[config.mk]
export PLATFORM = sky130hd
export DESIGN_NAME = dmtt_front
export DESIGN_NICKNAME = d
export VERILOG_FILES = /design/src/rtl/core/dmtt_pkg.sv /design/src/rtl/core/dmtt_front.sv
export SDC_FILE = /design/constraint.sdc
export NUM_CORES = 1
export LEC_CHECK = 0
export ABC_AREA = 1
export BUFFER_PORTS_ARGS = -buffer_cell sky130_fd_sc_hd__buf_4
export CAP_MARGIN = 20
export CORE_MARGIN = 2
export CORE_UTILIZATION = 30
export CTS_CLUSTER_SIZE = 28
export DETAILED_ROUTE_END_ITERATION = 12
export SYNTH_ARGS = -nofsm -noshare
export SYNTH_HDL_FRONTEND = slang
export SYNTH_SLANG_ARGS = --single-unit
[constraint.sdc]
create_clock -name clk -period 12.68 [get_ports clk]
set_input_delay 1.902 -clock clk [delete_from_list [all_inputs] [get_ports clk]]
set_output_delay 1.902 -clock clk [all_outputs]
set_load 0.1 [all_outputs]
[src/rtl/core/dmtt_pkg.sv]
package dmtt_pkg;

  localparam int OPCODE_WIDTH = 3;
  localparam int KEY_WIDTH    = 64;
  localparam int FIT_WIDTH    = 64;
  localparam int COUNT_WIDTH  = 48;

  localparam logic [OPCODE_WIDTH-1:0] OP_FIND       = 3'd0;
  localparam logic [OPCODE_WIDTH-1:0] OP_INSERT     = 3'd1;
  localparam logic [OPCODE_WIDTH-1:0] OP_INVALIDATE = 3'd2;
  localparam logic [OPCODE_WIDTH-1:0] OP_CLEAR      = 3'd3;
  localparam logic [OPCODE_WIDTH-1:0] OP_PEEK       = 3'd4;

  localparam int IN_DATA_WIDTH  = 2 * KEY_WIDTH + FIT_WIDTH;
  localparam int OUT_USED_WIDTH = 1 + FIT_WIDTH + 2 * COUNT_WIDTH;
  localparam int OUT_DATA_WIDTH = ((OUT_USED_WIDTH + 7) / 8) * 8;
  localparam int OUT_PAD_WIDTH  = OUT_DATA_WIDTH - OUT_USED_WIDTH;

  // Decoded operation as it waits in the queue; no flag set means no operation.
  typedef struct packed {
    logic                 find;
    logic                 peek;
    logic                 insert;
    logic                 invalidate;
    logic                 clear;
    logic [KEY_WIDTH-1:0] key_first;
    logic [KEY_WIDTH-1:0] key_second;
    logic [FIT_WIDTH-1:0] fitness;
  } cmd_t;

endpackage

[src/rtl/core/dmtt_front.sv]
module dmtt_front (
  input  logic                                 clk,
  input  logic                                 rst,
  input  logic                                 s_axis_tvalid,
  output logic                                 s_axis_tready,
  // key_first, key_second, fitness_in
  input  logic [dmtt_pkg::IN_DATA_WIDTH-1:0]   s_axis_tdata,
  // opcode
  input  logic [dmtt_pkg::OPCODE_WIDTH-1:0]    s_axis_tuser,
  input  logic                                 clr_busy,
  output logic                                 q_valid,
  output dmtt_pkg::cmd_t                       q_cmd,
  input  logic                                 q_pop
);

  dmtt_pkg::cmd_t q_mem [2];
  dmtt_pkg::cmd_t dec;
  logic           wr_ptr;
  logic           rd_ptr;
  logic [1:0]     count;
  logic           push;

  always_comb begin
    dec            = '0;
    dec.key_first  = s_axis_tdata[dmtt_pkg::KEY_WIDTH-1:0];
    dec.key_second = s_axis_tdata[2*dmtt_pkg::KEY_WIDTH-1:dmtt_pkg::KEY_WIDTH];
    dec.fitness    = s_axis_tdata[dmtt_pkg::IN_DATA_WIDTH-1:2*dmtt_pkg::KEY_WIDTH];
    case (s_axis_tuser)
      dmtt_pkg::OP_FIND:       dec.find       = 1'b1;
      dmtt_pkg::OP_INSERT:     dec.insert     = 1'b1;
      dmtt_pkg::OP_INVALIDATE: dec.invalidate = 1'b1;
      dmtt_pkg::OP_CLEAR:      dec.clear      = 1'b1;
      dmtt_pkg::OP_PEEK:       dec.peek       = 1'b1;
      default:                 dec.find       = 1'b0;
    endcase
  end

  // Hold off new transactions while the queue is full or the store is being swept after reset.
  assign s_axis_tready = (count != 2'd2) && !clr_busy;
  assign push          = s_axis_tvalid && s_axis_tready;
  assign q_valid       = (count != 2'd0);
  assign q_cmd         = q_mem[rd_ptr];

  always_ff @(posedge clk) begin
    if (push) begin
      q_mem[wr_ptr] <= dec;
    end
  end

  always_ff @(posedge clk) begin
    if (rst) begin
      wr_ptr <= 1'b0;
      rd_ptr <= 1'b0;
      count  <= 2'd0;
    end else begin
      if (push) begin
        wr_ptr <= !wr_ptr;
      end
      if (q_pop) begin
        rd_ptr <= !rd_ptr;
      end
      case ({push, q_pop})
        2'b10:   count <= count + 2'd1;
        2'b01:   count <= count - 2'd1;
        default: count <= count;
      endcase
    end
  end

endmodule

==> flow_metrics.env <==
export IMPL_synth_area_leader_cell="edfxtp_1"
export IMPL_syn_cell_area_um2=15030
export IMPL_finalHoldViolCount=0
export IMPL_die_h_um=227.8
export IMPL_via_per_inst=4.187
export IMPL_synth_top_family_by_area="multiplexers"
export IMPL_grt_pass1_vias=7941
export IMPL_power_leakage_nw=7.556
export IMPL_grt_pass1_wl_um=47330
export IMPL_finalSetupTns_ns=0
export IMPL_critical_path_class="flop to output pin"
export IMPL_synth_yosys_seq_area_share_pct=79.39
export IMPL_startpoint_type="flop"
export IMPL_cts_made_buffers=43
export IMPL_synth_most_common_cell="edfxtp_1"
export IMPL_min_period_ns=5.636
export IMPL_io_pins=399
export IMPL_hold_ws_ns=0.5174
export IMPL_worstMarginPinSlew_ns=1.094
export IMPL_hold_path_class="flop to flop"
export IMPL_antenna_cells=0
export IMPL_synth_top_cell_area_share_pct=78.72
export IMPL_syn_instance_count=657
export IMPL_holdBufCountCts=0
export IMPL_cts_root_buf="clkbuf_16"
export IMPL_synth_simple_area_share_pct=0.7160
export IMPL_synth_compound_area_share_pct=0.09990
export IMPL_wl_per_cell_um=17.77
export IMPL_yosys_register_bits=399
export IMPL_fp_dieArea_um2=51900
export IMPL_drv_cap=0
export IMPL_ys_flop_type="edfxtp_1"
export IMPL_portBuffers=398
export IMPL_path_cells="buf_4 > buf_4 > mux2_4 > buf_4"
export IMPL_placed_area_um2=18750
export IMPL_area_delta_synth_final_pct=33.08
export IMPL_cts_setup_buffers=0
export IMPL_num_rows=82
export IMPL_die_x_um=227.8
export IMPL_synth_area_per_cell_um2=22.88
export IMPL_synthArstFlopShare_pct=0
export IMPL_yosysWarnings=0
export IMPL_grt_max_degree=81
export IMPL_core_area_um2=49760
export IMPL_clk_path_buf_depth=3
export IMPL_drt_iter0_markers=327
export IMPL_wl_um=31780
export IMPL_grt_usage_pct=11.85
export IMPL_rsz0062_at_grt="false"
export IMPL_cts_sinks=399
export IMPL_ir_worst_vdd_v=0.0001105
export IMPL_yosysUniqueCellTypes=18
export IMPL_fmax_mhz=177.4
export IMPL_finalSetupViolations=0
export IMPL_detail_route_antenna_nets=0
export IMPL_firstDrtPassIters=4
export IMPL_cts_resized_gates=0
export IMPL_cp_slowest_cell="buf_4"
export IMPL_gp_congestion=0.7692
export IMPL_drive_gt1_share_pct=59.09
export IMPL_cts_reportedPaths_clkPinSlew_ns=0.06
export IMPL_status="finished, final reports clean"
export IMPL_syn_num_nets=858
export IMPL_fin_nets=1288
export IMPL_drv_slew=0
export IMPL_cp_arrival_ns=3.73
export IMPL_yosys_top_cells_count="edfxtp_1 (394), mux2_4 (130), mux2_2 (67)"
export IMPL_cp_max_fo=58
export IMPL_finalCritPeriodShare_pct=44.44
export IMPL_placed_cells=1714
export IMPL_synthTopCellsByArea="edfxtp_1 (79%), mux2_4 (13%), mux2_2 (5.0%)"
export IMPL_synthAdderAreaFrac_pct=0.08325
export IMPL_path_delay_family="buffers and inverters"
export IMPL_slowest_delay_ns=0.95
export IMPL_final_cells=1789
export IMPL_maxSlewHeadroom_pct=27.04
export IMPL_crit_buf_inv=3
export IMPL_htree_levels=2
export IMPL_synth_edf_count=394
export IMPL_dp_hpwl_um=21400
export IMPL_muxShareOfSynthArea_pct=18.01
export IMPL_clkLatencyLatePin_ns=0.55
export IMPL_cpMostUsedCell="buf_4"
export IMPL_grt_overflow=0
export IMPL_drc_errors=0
export IMPL_pwr_density_cell_nw_per_um2=171.1
export IMPL_design_area_um2=20000
export IMPL_start_util_pct=30.20
export IMPL_cts_tree="yes"
export IMPL_num_vias=7491
export IMPL_synth_xor_area_share_pct=0.05828
export IMPL_fin_skew_ns=0.01459
export IMPL_antenna_found_initial=1
export IMPL_fin_total_pwr_w=0.003422
export IMPL_crit_path_end_kind="output pin"
export IMPL_crit_required_ns=10.78
[final timing paths]
kind	cells past startpoint	end	slack (ns)	start
max	4	q_cmd[114]	7.04	flop
min	2	flop	0.52	rd_ptr$_SDFFE_PP0P_
min reg2reg	2	flop	0.52	rd_ptr$_SDFFE_PP0P_
max reg2reg	6	q_mem[0][128]$_DFFE_PP_	9.67	count[0]$_SDFFE_PP0P_
[state kept, by name, indices dropped and copies added, names as in the netlist, named ones only]
name / count
q_mem: 394
count: 2
rd_ptr: 1
wr_ptr: 1
[logic make-up (layout without fill, tap and decap cells)]
group,after synthesis,in the layout
adders and majority gates,1,1
xor gates and xnor gates,1,1
AOI/OAI and AO/OA,3,3
muxes,197,197
and+or+nand+nor,24,24
DFF,399,399
buffers and inverters,32,492
[report_power, final]
| part | switching, W | total [W] | internal [W] |
|---|---|---|---|
| Combinational | 0.000563 | 0.000767 | 0.000204 |
| Clock | 0.000480 | 0.00113 | 0.000647 |
| Sequential | 0.0000168 | 0.00153 | 0.00151 |
| Total | 0.00106 | 0.00342 | 0.00236 |
[per-layer routing]
layer	GRT usage, %	vias to the layer above	wire (um)
met5	0	-	16
met3	5.363	45	3244
met4	3.248	2	626
met2	19.50	292	15180
met1	14.00	3695	12720
li1	-	3457	-
[cell type report]
cell class | count | area [um^2]
clock buffers | 60 | 1182
well taps | 672 | 840.8
fillers | 4505 | 29760
flip-flops and latches | 399 | 11940
repair buffers | 407 | 3068
clock inverters | 15 | 71.32
multi-input cells | 226 | 2858
inverters | 10 | 45.04
[tightest hold or removal path: stages, from the launching register on]
cell,delay (ns)
dfxtp_1,0.32
xnor2_1,0.09
nor2_1,0.08
[placed cells by master (no fill, tap or decap), types with 2 or more instances in the layout]
| master | count |
|---|---|
| buf_4 | 406 |
| edfxtp_1 | 394 |
| mux2_4 | 130 |
| mux2_2 | 67 |
| clkbuf_16 | 45 |
| clkbuf_1 | 15 |
| inv_1 | 9 |
| clkinv_1 | 8 |
| nand2_1 | 7 |
| nor2_1 | 7 |
| clkinv_2 | 5 |
| nor3_1 | 4 |
| dfxtp_1 | 4 |
| a21oi_1 | 2 |
| nand4_1 | 2 |
[per-stage QoR]
| stage | utilization (%) | setup WS, ns |
|---|---|---|
| after detailed placement | 37.67 | 7.550 |
| after floorplan | - | 1.672 |
| after global routing | 40.19 | 6.827 |
| after CTS | 40.19 | 6.933 |
| final | 40.19 | 7.044 |
| after global placement | 37.63 | 7.426 |
No activity file was read; power rests on OpenSTA's default activity.
